### src/hw/rtl/dpc_pkg.sv
// ----------------------------------------------------------------------------
// dpc_pkg: shared types and constants
// Codes, tick positions and the per-channel command struct for the
// two-channel polynomial counter tone generator.
// ----------------------------------------------------------------------------
package dpc_pkg;

    localparam int S_DATA_W = 24;
    localparam int M_DATA_W = 8;
    localparam int SAMPLE_W = 5;
    localparam int VOL_W    = 4;

    localparam logic       OP_TICK  = 1'b0;
    localparam logic       OP_WRITE = 1'b1;

    localparam logic [1:0] REG_CTL  = 2'd0;
    localparam logic [1:0] REG_FREQ = 2'd1;
    localparam logic [1:0] REG_VOL  = 2'd2;

    localparam logic [7:0] POS_PHASE0_A = 8'd9;
    localparam logic [7:0] POS_PHASE0_B = 8'd81;
    localparam logic [7:0] POS_PHASE1_A = 8'd37;
    localparam logic [7:0] POS_PHASE1_B = 8'd149;

    localparam logic [4:0] DIV_MAX = 5'h1F;

    typedef struct packed {
        logic       op;
        logic [7:0] clock_pos;
        logic       chan_sel;
        logic [1:0] reg_sel;
        logic [7:0] write_data;
    } dpc_item_t;

    typedef struct packed {
        logic phase0;
        logic phase1;
        logic wr_ctl;
        logic wr_freq;
        logic wr_vol;
    } dpc_cmd_t;

endpackage

### src/hw/rtl/dpc_chan.sv
// ----------------------------------------------------------------------------
// dpc_chan: one audio channel
// Divider, noise and pulse counters with their control, frequency and
// volume registers; gives the channel output after the current command.
// ----------------------------------------------------------------------------
module dpc_chan (
    input  logic              aclk,
    input  logic              aresetn,
    input  dpc_pkg::dpc_cmd_t cmd,
    input  logic [7:0]        write_data,
    output logic [3:0]        sample_next
);
    import dpc_pkg::*;

    logic [3:0] ctl_reg,   ctl_next;
    logic [4:0] freq_reg,  freq_next;
    logic [3:0] vol_reg,   vol_next;
    logic [4:0] div_reg,   div_next;
    logic [4:0] noise_reg, noise_next;
    logic [3:0] pulse_reg, pulse_next;
    logic       step_reg,  step_next;
    logic       nlb_reg,   nlb_next;
    logic       hold_reg,  hold_next;
    logic       feed_reg,  feed_next;
    logic       fb;

    always_comb begin
        ctl_next   = ctl_reg;
        freq_next  = freq_reg;
        vol_next   = vol_reg;
        div_next   = div_reg;
        noise_next = noise_reg;
        pulse_next = pulse_reg;
        step_next  = step_reg;
        nlb_next   = nlb_reg;
        hold_next  = hold_reg;
        feed_next  = feed_reg;
        fb         = 1'b0;

        if (cmd.wr_ctl) begin
            ctl_next = write_data[3:0];
        end
        if (cmd.wr_freq) begin
            freq_next = write_data[4:0];
        end
        if (cmd.wr_vol) begin
            vol_next = write_data[3:0];
        end

        if (cmd.phase0) begin
            if (step_reg) begin
                nlb_next = noise_reg[0];
                case (ctl_reg[1:0])
                    2'b00, 2'b01: hold_next = 1'b0;
                    2'b10:        hold_next = (noise_reg[4:1] != 4'b0001);
                    default:      hold_next = !noise_reg[0];
                endcase
                if (ctl_reg[1:0] == 2'b00) begin
                    feed_next = (pulse_reg[0] ^ noise_reg[0])
                             || (noise_reg == 5'd0 && pulse_reg == 4'hA)
                             || (ctl_reg[3:2] == 2'b00);
                end else begin
                    feed_next = (noise_reg[2] ^ noise_reg[0]) || (noise_reg == 5'd0);
                end
            end
            step_next = (div_reg == freq_reg);
            if (div_reg == freq_reg || div_reg == DIV_MAX) begin
                div_next = 5'd0;
            end else begin
                div_next = div_reg + 5'd1;
            end
        end

        if (cmd.phase1 && step_reg) begin
            case (ctl_reg[3:2])
                2'b00:   fb = (pulse_reg[1] ^ pulse_reg[0]) && (pulse_reg != 4'hA)
                              && (ctl_reg[1:0] != 2'b00);
                2'b01:   fb = !pulse_reg[3];
                2'b10:   fb = !nlb_reg;
                default: fb = !(pulse_reg[1] || (pulse_reg[3:1] == 3'b000));
            endcase
            noise_next = {feed_reg, noise_reg[4:1]};
            if (!hold_reg) begin
                pulse_next = {fb, ~pulse_reg[3:1]};
            end
        end

        sample_next = pulse_next[0] ? vol_next : 4'd0;
    end

    always_ff @(posedge aclk) begin
        if (!aresetn) begin
            ctl_reg   <= '0;
            freq_reg  <= '0;
            vol_reg   <= '0;
            div_reg   <= '0;
            noise_reg <= '0;
            pulse_reg <= '0;
            step_reg  <= 1'b0;
            nlb_reg   <= 1'b0;
            hold_reg  <= 1'b0;
            feed_reg  <= 1'b0;
        end else begin
            ctl_reg   <= ctl_next;
            freq_reg  <= freq_next;
            vol_reg   <= vol_next;
            div_reg   <= div_next;
            noise_reg <= noise_next;
            pulse_reg <= pulse_next;
            step_reg  <= step_next;
            nlb_reg   <= nlb_next;
            hold_reg  <= hold_next;
            feed_reg  <= feed_next;
        end
    end

endmodule

### src/hw/rtl/dual_poly_counter_tone_gen.sv
// ----------------------------------------------------------------------------
// dual_poly_counter_tone_gen: two-channel polynomial counter tone generator
// Takes color clock ticks and audio register writes, runs both channels and
// returns the mixed sample after every beat.
//
//   channel | dir | tdata                                        | tuser
//   s_      | in  | clock_pos[7:0] chan_sel[8] reg_sel[10:9]      | op
//           |     | write_data[18:11], zero fill [23:19]         |
//   m_      | out | mixed_sample[4:0], zero fill [7:5]           | -
//
// One beat per cycle sustained while m_ does not stall; a beat's result is offered
// on m_ once it moves from the input register into the result register (the
// channel update happens on that same move), and is taken when m_tready is high.
// Reset (aresetn low, synchronous) clears all channel state and both stages.
// A stall on m_ holds the result register and backs up into the input
// register; s_tready drops only when both are full.
// ----------------------------------------------------------------------------
module dual_poly_counter_tone_gen (
    input  logic                         aclk,
    input  logic                         aresetn,
    input  logic                         s_tvalid,
    output logic                         s_tready,
    // clock_pos, chan_sel, reg_sel, write_data (lowest bit first)
    input  logic [dpc_pkg::S_DATA_W-1:0] s_tdata,
    // op
    input  logic                         s_tuser,
    output logic                         m_tvalid,
    input  logic                         m_tready,
    // mixed_sample
    output logic [dpc_pkg::M_DATA_W-1:0] m_tdata
);
    import dpc_pkg::*;

    dpc_item_t             item_reg;
    logic                  item_valid_reg;
    logic                  out_valid_reg;
    logic [SAMPLE_W-1:0]   sample_reg;
    logic                  advance;
    logic                  fire;
    logic                  is_phase0;
    logic                  is_phase1;
    dpc_cmd_t              cmd [2];
    logic [VOL_W-1:0]      chan_out [2];
    logic [SAMPLE_W-1:0]   mix_next;

    assign advance  = !out_valid_reg || m_tready;
    assign s_tready = !item_valid_reg || advance;
    assign fire     = item_valid_reg && advance;

    always_ff @(posedge aclk) begin
        if (!aresetn) begin
            item_valid_reg <= 1'b0;
        end else if (s_tready) begin
            item_valid_reg <= s_tvalid;
        end
    end

    always_ff @(posedge aclk) begin
        if (s_tvalid && s_tready) begin
            item_reg.op         <= s_tuser;
            item_reg.clock_pos  <= s_tdata[7:0];
            item_reg.chan_sel   <= s_tdata[8];
            item_reg.reg_sel    <= s_tdata[10:9];
            item_reg.write_data <= s_tdata[18:11];
        end
    end

    assign is_phase0 = (item_reg.op == OP_TICK)
                    && (item_reg.clock_pos == POS_PHASE0_A
                     || item_reg.clock_pos == POS_PHASE0_B);
    assign is_phase1 = (item_reg.op == OP_TICK)
                    && (item_reg.clock_pos == POS_PHASE1_A
                     || item_reg.clock_pos == POS_PHASE1_B);

    always_comb begin
        for (int k = 0; k < 2; k++) begin
            cmd[k].phase0  = fire && is_phase0;
            cmd[k].phase1  = fire && is_phase1;
            cmd[k].wr_ctl  = 1'b0;
            cmd[k].wr_freq = 1'b0;
            cmd[k].wr_vol  = 1'b0;
            if (fire && item_reg.op == OP_WRITE && item_reg.chan_sel == k[0]) begin
                unique case (item_reg.reg_sel)
                    REG_CTL:  cmd[k].wr_ctl  = 1'b1;
                    REG_FREQ: cmd[k].wr_freq = 1'b1;
                    REG_VOL:  cmd[k].wr_vol  = 1'b1;
                    default:  ;
                endcase
            end
        end
    end

    dpc_chan u_chan0 (
        .aclk        (aclk),
        .aresetn     (aresetn),
        .cmd         (cmd[0]),
        .write_data  (item_reg.write_data),
        .sample_next (chan_out[0])
    );

    dpc_chan u_chan1 (
        .aclk        (aclk),
        .aresetn     (aresetn),
        .cmd         (cmd[1]),
        .write_data  (item_reg.write_data),
        .sample_next (chan_out[1])
    );

    assign mix_next = {1'b0, chan_out[0]} + {1'b0, chan_out[1]};

    always_ff @(posedge aclk) begin
        if (!aresetn) begin
            out_valid_reg <= 1'b0;
        end else if (advance) begin
            out_valid_reg <= item_valid_reg;
        end
    end

    always_ff @(posedge aclk) begin
        if (fire) begin
            sample_reg <= mix_next;
        end
    end

    assign m_tvalid = out_valid_reg;
    assign m_tdata  = {{(M_DATA_W - SAMPLE_W){1'b0}}, sample_reg};

`ifndef SYNTHESIS
    a_sample_range: assert property (@(posedge aclk) disable iff (!aresetn)
        out_valid_reg |-> (sample_reg <= 5'd30))
        else $error("mixed sample out of range");

    a_one_cmd: assert property (@(posedge aclk) disable iff (!aresetn)
        $onehot0({cmd[0].phase0, cmd[0].phase1, cmd[0].wr_ctl, cmd[0].wr_freq,
                  cmd[0].wr_vol, cmd[1].wr_ctl, cmd[1].wr_freq, cmd[1].wr_vol}))
        else $error("more than one channel command in a cycle");

    a_hold_item: assert property (@(posedge aclk) disable iff (!aresetn)
        (item_valid_reg && !advance) |=> (item_valid_reg && $stable(item_reg)))
        else $error("input stage lost a stalled beat");

    a_fire_fills: assert property (@(posedge aclk) disable iff (!aresetn)
        fire |=> out_valid_reg)
        else $error("processed beat did not reach the result register");
`endif

endmodule
### config.mk
export PLATFORM = sky130hd
export DESIGN_NAME = dual_poly_counter_tone_gen
export DESIGN_NICKNAME = d
export VERILOG_FILES = /design/src/hw/rtl/dpc_pkg.sv /design/src/hw/rtl/dpc_chan.sv /design/src/hw/rtl/dual_poly_counter_tone_gen.sv
export SDC_FILE = /design/constraint.sdc
export NUM_CORES = 1
export LEC_CHECK = 0
export ABC_AREA = 1
export BUFFER_PORTS_ARGS = -buffer_cell sky130_fd_sc_hd__buf_2
export CORE_MARGIN = 10
export CORE_UTILIZATION = 59
export DETAILED_ROUTE_END_ITERATION = 7
export GPL_TIMING_DRIVEN = 1
export PLACE_DENSITY = 0.79
export REMOVE_ABC_BUFFERS = 1
export SKIP_LAST_GASP = 1
export SYNTH_ARGS = -nofsm -noshare
export SYNTH_HDL_FRONTEND = slang
export SYNTH_SLANG_ARGS = --single-unit
### constraint.sdc
create_clock -name aclk -period 2.99 [get_ports aclk]
set_input_delay 0.7475 -clock aclk [delete_from_list [all_inputs] [get_ports aclk]]
set_output_delay 0.7475 -clock aclk [all_outputs]
set_load 0.02 [all_outputs]
==> impl_metrics.tcl, run 1 <==
set metrics [dict create \
    status "complete, no violations" \
    hold_buffers 0 \
    setup_viol 0 \
    cts_buffers 9 \
    crit_path_top_delay_cell "fa_1" \
    grt-ovfl-total 0 \
    tns_ns 0 \
    internal_power_mw 1.63 \
    synth_seq_cells 86 \
    worstPathMaxFanout 7 \
    nFillCells 545 \
    critPathRequiredTime_ns 3.10 \
    finClkSkew_ns 0.00985 \
    cts_tree "yes" \
    total_power_mw 2.14 \
    die_area_um2 10600 \
    layout.nets 592 \
    irDropWorstVdd_v 0.000319 \
    hold_class "register to register" \
    post_cts_buffers 0 \
    largest_register_ffs 17 \
    drv_slew 0 \
    fin_ws_ns 0.499 \
    postSynthCellCount 523 \
    yosysTopAreaCell "dfxtp_1" \
    ys.flop_type "dfxtp_1" \
    io_pins 39 \
    min_to "u_chan0.freq_reg[3]" \
    preCtsSetupSlack_ns 0.122 \
    reg2reg_to "sample_reg[3]" \
    min_period_over_period_pct 83.3 \
    rrSetupSlack_ns 0.52 \
    grt_use_total_pct 16.0 \
    worst_pin_slew_ns 0.638 \
    cts.repair.resized 0 \
    slowest_delay_ns 0.39 \
    ys_seq_area_share_pct 48.0 \
    p_clk_share_pct 37.7 \
    start_kind "input pin" \
    antenna_found_initial 0 \
    p_switching_mw 0.506 \
    criticalPathCategory "input pin to register" \
    place_hpwl_mm 5.92 \
    hp-start "u_chan0.freq_reg[3]" \
    swShare_pct 23.6 \
    firstDrtPassIters 4 \
    hold_viol_final 0 \
    total_leakage_power_nw 1.97 \
    path_clk_slew_ns 0.09 \
    synth.area.top_cells "dfxtp_1 32%, edfxtp_1 16%, nor2_1 9.6%, nand2_1 9.4%, inv_1 5.9%" \
    dp_cells 623 \
    cp-end-kind "register" \
    coreArea_um2 6720 \
    gp_congestion 0.828 \
    ant_nets 0 \
    worstSetupStartpoint "m_tready" \
    viasPerCell 5.13 \
    io_buffer_count 27 \
    cp_cell_sequence "buf_2, inv_2, nand2_2, nand2_4, nor3_4, nand2_1, nand2_1, o21ai_0, nor2_1, ha_1, inv_1, fa_1, xnor2_1" \
    wire_per_inst_um 12.2 \
    holdWs_ns 0.462 \
    drive_gt1_share_pct 12.5 \
    routed_wl_mm 7.83 \
    busiest_layer "met2" \
    clock_path_buffers 2 \
    placement_rows 30 \
    cts.sinks 86 \
    use_met2_pct 26.9 \
    synth_common_cells "103 x nor2_1, 101 x nand2_1, 64 x dfxtp_1, 64 x inv_1, 43 x o21ai_0" \
    die_w_um 103 \
    area_growth_pct 9.64 \
    max_cap_viol_count 0 \
    drc 0 \
    crit_top_cell "nand2_1" \
    arrival_ns 2.60 \
    p_comb_share_pct 4.7 \
    h-tree-depth 3 \
    power_density_nw_per_um2 482 \
    grt_max_degree 24 \
    fp.dieH_um 103 \
    post-route-min-period_ns 2.49 \
    slew_headroom_pct 57.4 \
    synth.most_common_cell "nor2_1" \
    final-instance-count-excl-fill 639 \
    worstReg2RegStart "item_reg[14]" \
    fmax_mhz 401 \
    use_met3_pct 3.35 \
    avgSynthCellArea_um2 7.74 \
    yosysWarnings 0 \
    grt_pass1_wl_mm 13.6 \
    drtIter0Drc 207 \
    diodes 0 \
    holdPathStages 2 \
    grt_pass1_vias 3061 \
    rsz0062_at_grt "no" \
    clk_latency_ns 0.35 \
    start_util_pct 60.2 \
    synthArstFlopShare_pct 0 \
    num_vias 3280 \
    synth_top_area_share_pct 31.7 \
    sequentialPowerShare_pct 57.6 \
    r2r_cells 12 \
    syn_area_um2 4050 \
    cts-root-buf "clkbuf_8" \
    synth_cell_types 33 \
    grt_use_met1_pct 19.9 \
    synth_edf_count 22 \
]
[through the flow]
| stage | area [um2] | util (%) |
|---|---|---|
| CTS | 4440 | 66.1 |
| floorplan | 4000 | - |
| detailed placement | 4240 | 63.1 |
| global route | 4440 | 66.1 |
| finish | 4440 | 66.1 |
| global placement | 4240 | 63.1 |
[per-layer routing]
| metal | part of all wire (%) | wire length (um) |
|---|---|---|
| met3 | 4.8 | 372 |
| met5 | 0 | 0 |
| met1 | 45 | 3560 |
| met2 | 48 | 3740 |
| met4 | 2.0 | 154 |
[worst max-delay path by stage]
| stage | slack (ns) | cells past startpoint | to |
|---|---|---|---|
| CTS | 0.50 | 13 | sample_reg[2] |
| detailed placement | 0.12 | 13 | sample_reg[2] |
| global route | 0.24 | 11 | sample_reg[4] |
| floorplan | 0.53 | 12 | sample_reg[2] |
| finish | 0.50 | 13 | sample_reg[2] |
| global placement | 0.19 | 14 | sample_reg[3] |
[cells in the final DEF (no fill, tap or decap), types with 2 or more instances in the layout]
cell        netlist  final
nor2_1          103    103
nand2_1         101    101
inv_1            64     64
dfxtp_1          64     64
o21ai_0          43     43
buf_2             0     27
a21oi_1          25     25
edfxtp_1         22     22
nand3_1          21     21
xor2_1           10     10
clkbuf_8          0      9
nand4_1           8      8
ha_1              8      8
inv_2             7      7
nand2_2           6      6
xnor2_1           5      5
nand2_4           3      3
nor2_2            3      3
nor3_1            3      3
nand3b_1          3      3
conb_1            1      3
clkinvlp_4        0      3
nor3_4            2      2
nand3_2           2      2
[layout make-up]
class / instances / area [um2] / share of cell area, %
flip-flops and latches: 86 / 1940 / 43.8
multi-input cells: 358 / 1790 / 40.3
inverters: 71 / 267 / 6.01
repair buffers: 28 / 143 / 3.21
clock buffers: 9 / 124 / 2.79
well taps: 80 / 100 / 2.26
clock inverters: 7 / 72.6 / 1.64
[power groups by stage]
stage	sequential [mW]	clock, mW	combinational, mW
final	1.23	0.808	0.100
after global routing	1.24	0.877	0.115
after CTS	1.23	0.822	0.101
after detailed placement	1.26	0	0.100
after global placement	1.26	0	0.0970
after floorplan	1.26	0	0.0603
[worst max-delay path: cells and delay by family]
kind,cells,cell delay [ns]
AND/OR/NAND/NOR,6,0.81
buffers and inverters,3,0.18
AO/OA/AOI/OAI,1,0.13
XOR/XNOR,1,0.14
adder cells (fa/ha/maj),2,0.58
[kinds of logic (layout without fill, tap and decap cells)]
group | after synthesis | in the layout | synth area share, %
AO/OA/AOI/OAI | 72 | 72 | 9.18
XOR/XNOR | 15 | 15 | 3.25
adder cells (fa/ha/maj) | 9 | 9 | 2.97
buffers and inverters | 81 | 115 | 7.98
flip-flops | 86 | 86 | 48.0
other | 1 | 3 | 0.0926
AND/OR/NAND/NOR | 259 | 259 | 28.6
Note: power is estimated with default switching activity, not from simulation.
==> inputs of run 2 (changes only) <==
--- a/config.mk
+++ b/config.mk
@@ -8,10 +8,10 @@
 export ABC_AREA = 1
 export BUFFER_PORTS_ARGS = -buffer_cell sky130_fd_sc_hd__buf_2
 export CORE_MARGIN = 10
-export CORE_UTILIZATION = 59
+export CORE_UTILIZATION = 53
 export DETAILED_ROUTE_END_ITERATION = 7
 export GPL_TIMING_DRIVEN = 1
-export PLACE_DENSITY = 0.79
+export PLACE_DENSITY = 0.75
 export REMOVE_ABC_BUFFERS = 1
 export SKIP_LAST_GASP = 1
 export SYNTH_ARGS = -nofsm -noshare
==> constraint.sdc (replaced) <==
create_clock -name aclk -period 2.25 [get_ports aclk]
set_input_delay 0.5625 -clock aclk [delete_from_list [all_inputs] [get_ports aclk]]
set_output_delay 0.5625 -clock aclk [all_outputs]
set_load 0.02 [all_outputs]
==> run 2 against run 1 <==
Compared with the run above:
- utilization is 0.67 points lower
- register-to-register slack worse by 0.49 ns
- via count is 4.6% higher
- critical path depth is 1 lower
- combinational power is 57% higher
- power is 31% higher
- setup slack worse by 0.47 ns
- highest routed layer unchanged
==> impl_metrics.tcl, run 2 (synthesized netlist as in run 1, its figures left out) <==
set metrics [dict create \
    hold_buffers 0 \
    drv_slew 0 \
    holdPathStages 1 \
    area_growth_pct 18.4 \
    finClkSkew_ns 0.00984 \
    io_pins 39 \
    postLayoutCoreUtil_pct 65.4 \
    start_kind "register" \
    gp_congestion 0.853 \
    internal_power_mw 2.13 \
    post-route-min-period_ns 2.22 \
    cts_buffers 9 \
    rsz0062_at_grt "yes" \
    die_w_um 107 \
    place_hpwl_mm 6.22 \
    drtIter0Drc 145 \
    clock_path_buffers 2 \
    start_util_pct 55.2 \
    die_area_um2 11500 \
    viasPerCell 4.97 \
    placement_rows 31 \
    nFillCells 613 \
    seq_area_um2 1940 \
    routed_wl_mm 8.74 \
    cts-root-buf "clkbuf_8" \
    wire_per_inst_um 12.7 \
    total_power_mw 2.79 \
    p_switching_mw 0.662 \
    criticalPathCategory "register to register" \
    cts.sinks 86 \
    status "complete, no violations" \
    p_comb_share_pct 5.6 \
    cts_tree "yes" \
    min_period_over_period_pct 98.6 \
    setup_viol 0 \
    critPathTopFamily "simple AND/OR/NAND/NOR gates" \
    io_buffer_count 27 \
    dp_cells 668 \
    p_clk_share_pct 35.7 \
    layout_commonest_cell "nor2_1" \
    coreArea_um2 7330 \
    irDropWorstVdd_v 0.000534 \
    arrival_ns 2.34 \
    drive_gt1_share_pct 19.8 \
    preCtsSetupSlack_ns -0.228 \
    grt_max_degree 20 \
    crit_top_cell "nor2_1" \
    ant_nets 0 \
    hold_class "input pin to register" \
    h-tree-depth 3 \
    final-instance-count-excl-fill 690 \
    crit_path_top_delay_cell "edfxtp_1" \
    multi_input_area_um2 1900 \
    fp.dieH_um 107 \
    hold_viol_final 0 \
    drc 0 \
    slowest_delay_ns 0.40 \
    layout.nets 624 \
    sequentialPowerShare_pct 58.6 \
    tns_ns 0 \
    crit_buf_inv 1 \
    antenna_found_initial 0 \
    r2r_cells 12 \
    grt_pass1_vias 3236 \
    cp.depth 12 \
    clk_latency_ns 0.36 \
    firstDrtPassIters 4 \
    swShare_pct 23.7 \
    num_vias 3430 \
    diodes 0 \
    final_cell_mix "100 x nor2_1, 94 x nand2_1, 64 x dfxtp_1, 62 x inv_1, 36 x o21ai_0" \
    fmax_mhz 451 \
    grt-ovfl-total 0 \
    critPathRequiredTime_ns 2.37 \
    max_cap_viol_count 0 \
    total_leakage_power_nw 2.13 \
    grt_pass1_wl_mm 14.2 \
    worstPathMaxFanout 3 \
    fin_ws_ns 0.0308 \
    power_density_nw_per_um2 583 \
    largest_register_ffs 17 \
    cp-end-kind "register" \
    grt_use_total_pct 15.0 \
    path_clk_slew_ns 0.09 \
    cp_cell_sequence "nor2_1, nand3_1, nor2_4, nand3_4, inv_2, nand2_2, nand2_4, nor2_1, ha_1, a21oi_2, nand2_1, xor2_1" \
]
[run 2: cell count changes in the layout (fill, tap and decap cells not counted), sizes merged]
| cell | change |
|---|---|
| clkinv | +2 |
| clkinvlp | -2 |
| buf | +32 |
| clkbuf | +3 |
| bufinv | -1 |
| inv | -2 |
[run 2: area by class of cell]
class	instances	area share, %
repair buffers	60	7.99
well taps	99	2.58
flip-flops and latches	86	40.5
clock buffers	12	3.26
inverters	71	5.56
clock inverters	4	0.418
multi-input cells	358	39.7
[run 2: worst paths after layout]
check                            from                   to  slack, ns
setup / recovery         item_reg[14]        sample_reg[3]       0.03
hold / removal             s_tdata[5]         item_reg[16]       0.38
setup reg to reg         item_reg[14]        sample_reg[3]       0.03
hold reg to reg   u_chan0.freq_reg[1]  u_chan0.freq_reg[1]       0.47
[run 2: per-stage QoR]
stage	area [um2]	hold WS, ns
3_3_place_gp	4460	0.447
5_1_grt	4790	0.363
4_1_cts	4650	0.362
3_5_place_dp	4460	0.458
2_1_floorplan	4000	0.435
6_report	4790	0.377
[run 2: power groups by stage]
stage / combinational (mW) / sequential [mW] / clock (mW)
final: 0.157 / 1.64 / 0.999
after global routing: 0.176 / 1.64 / 1.07
after CTS: 0.150 / 1.64 / 1.01
after detailed placement: 0.149 / 1.67 / 0
after global placement: 0.144 / 1.67 / 0
after floorplan: 0.0801 / 1.67 / 0
[run 2: metal layers]
metal,vias up,routed length [um],global-route usage (%)
met5,-,0,0
met4,0,248,7.54
met3,19,336,3.11
met2,68,4280,26.0
met1,1566,3880,17.1
li1,1777,-,-
[run 2: what timing repair did]
| item | CTS | global route |
|---|---|---|
| resized for setup | 3 | 33 |
| endpoints found under the setup margin | 3 | 4 |
| setup buffers | 1 | 5 |
| pin swaps | 1 | 22 |
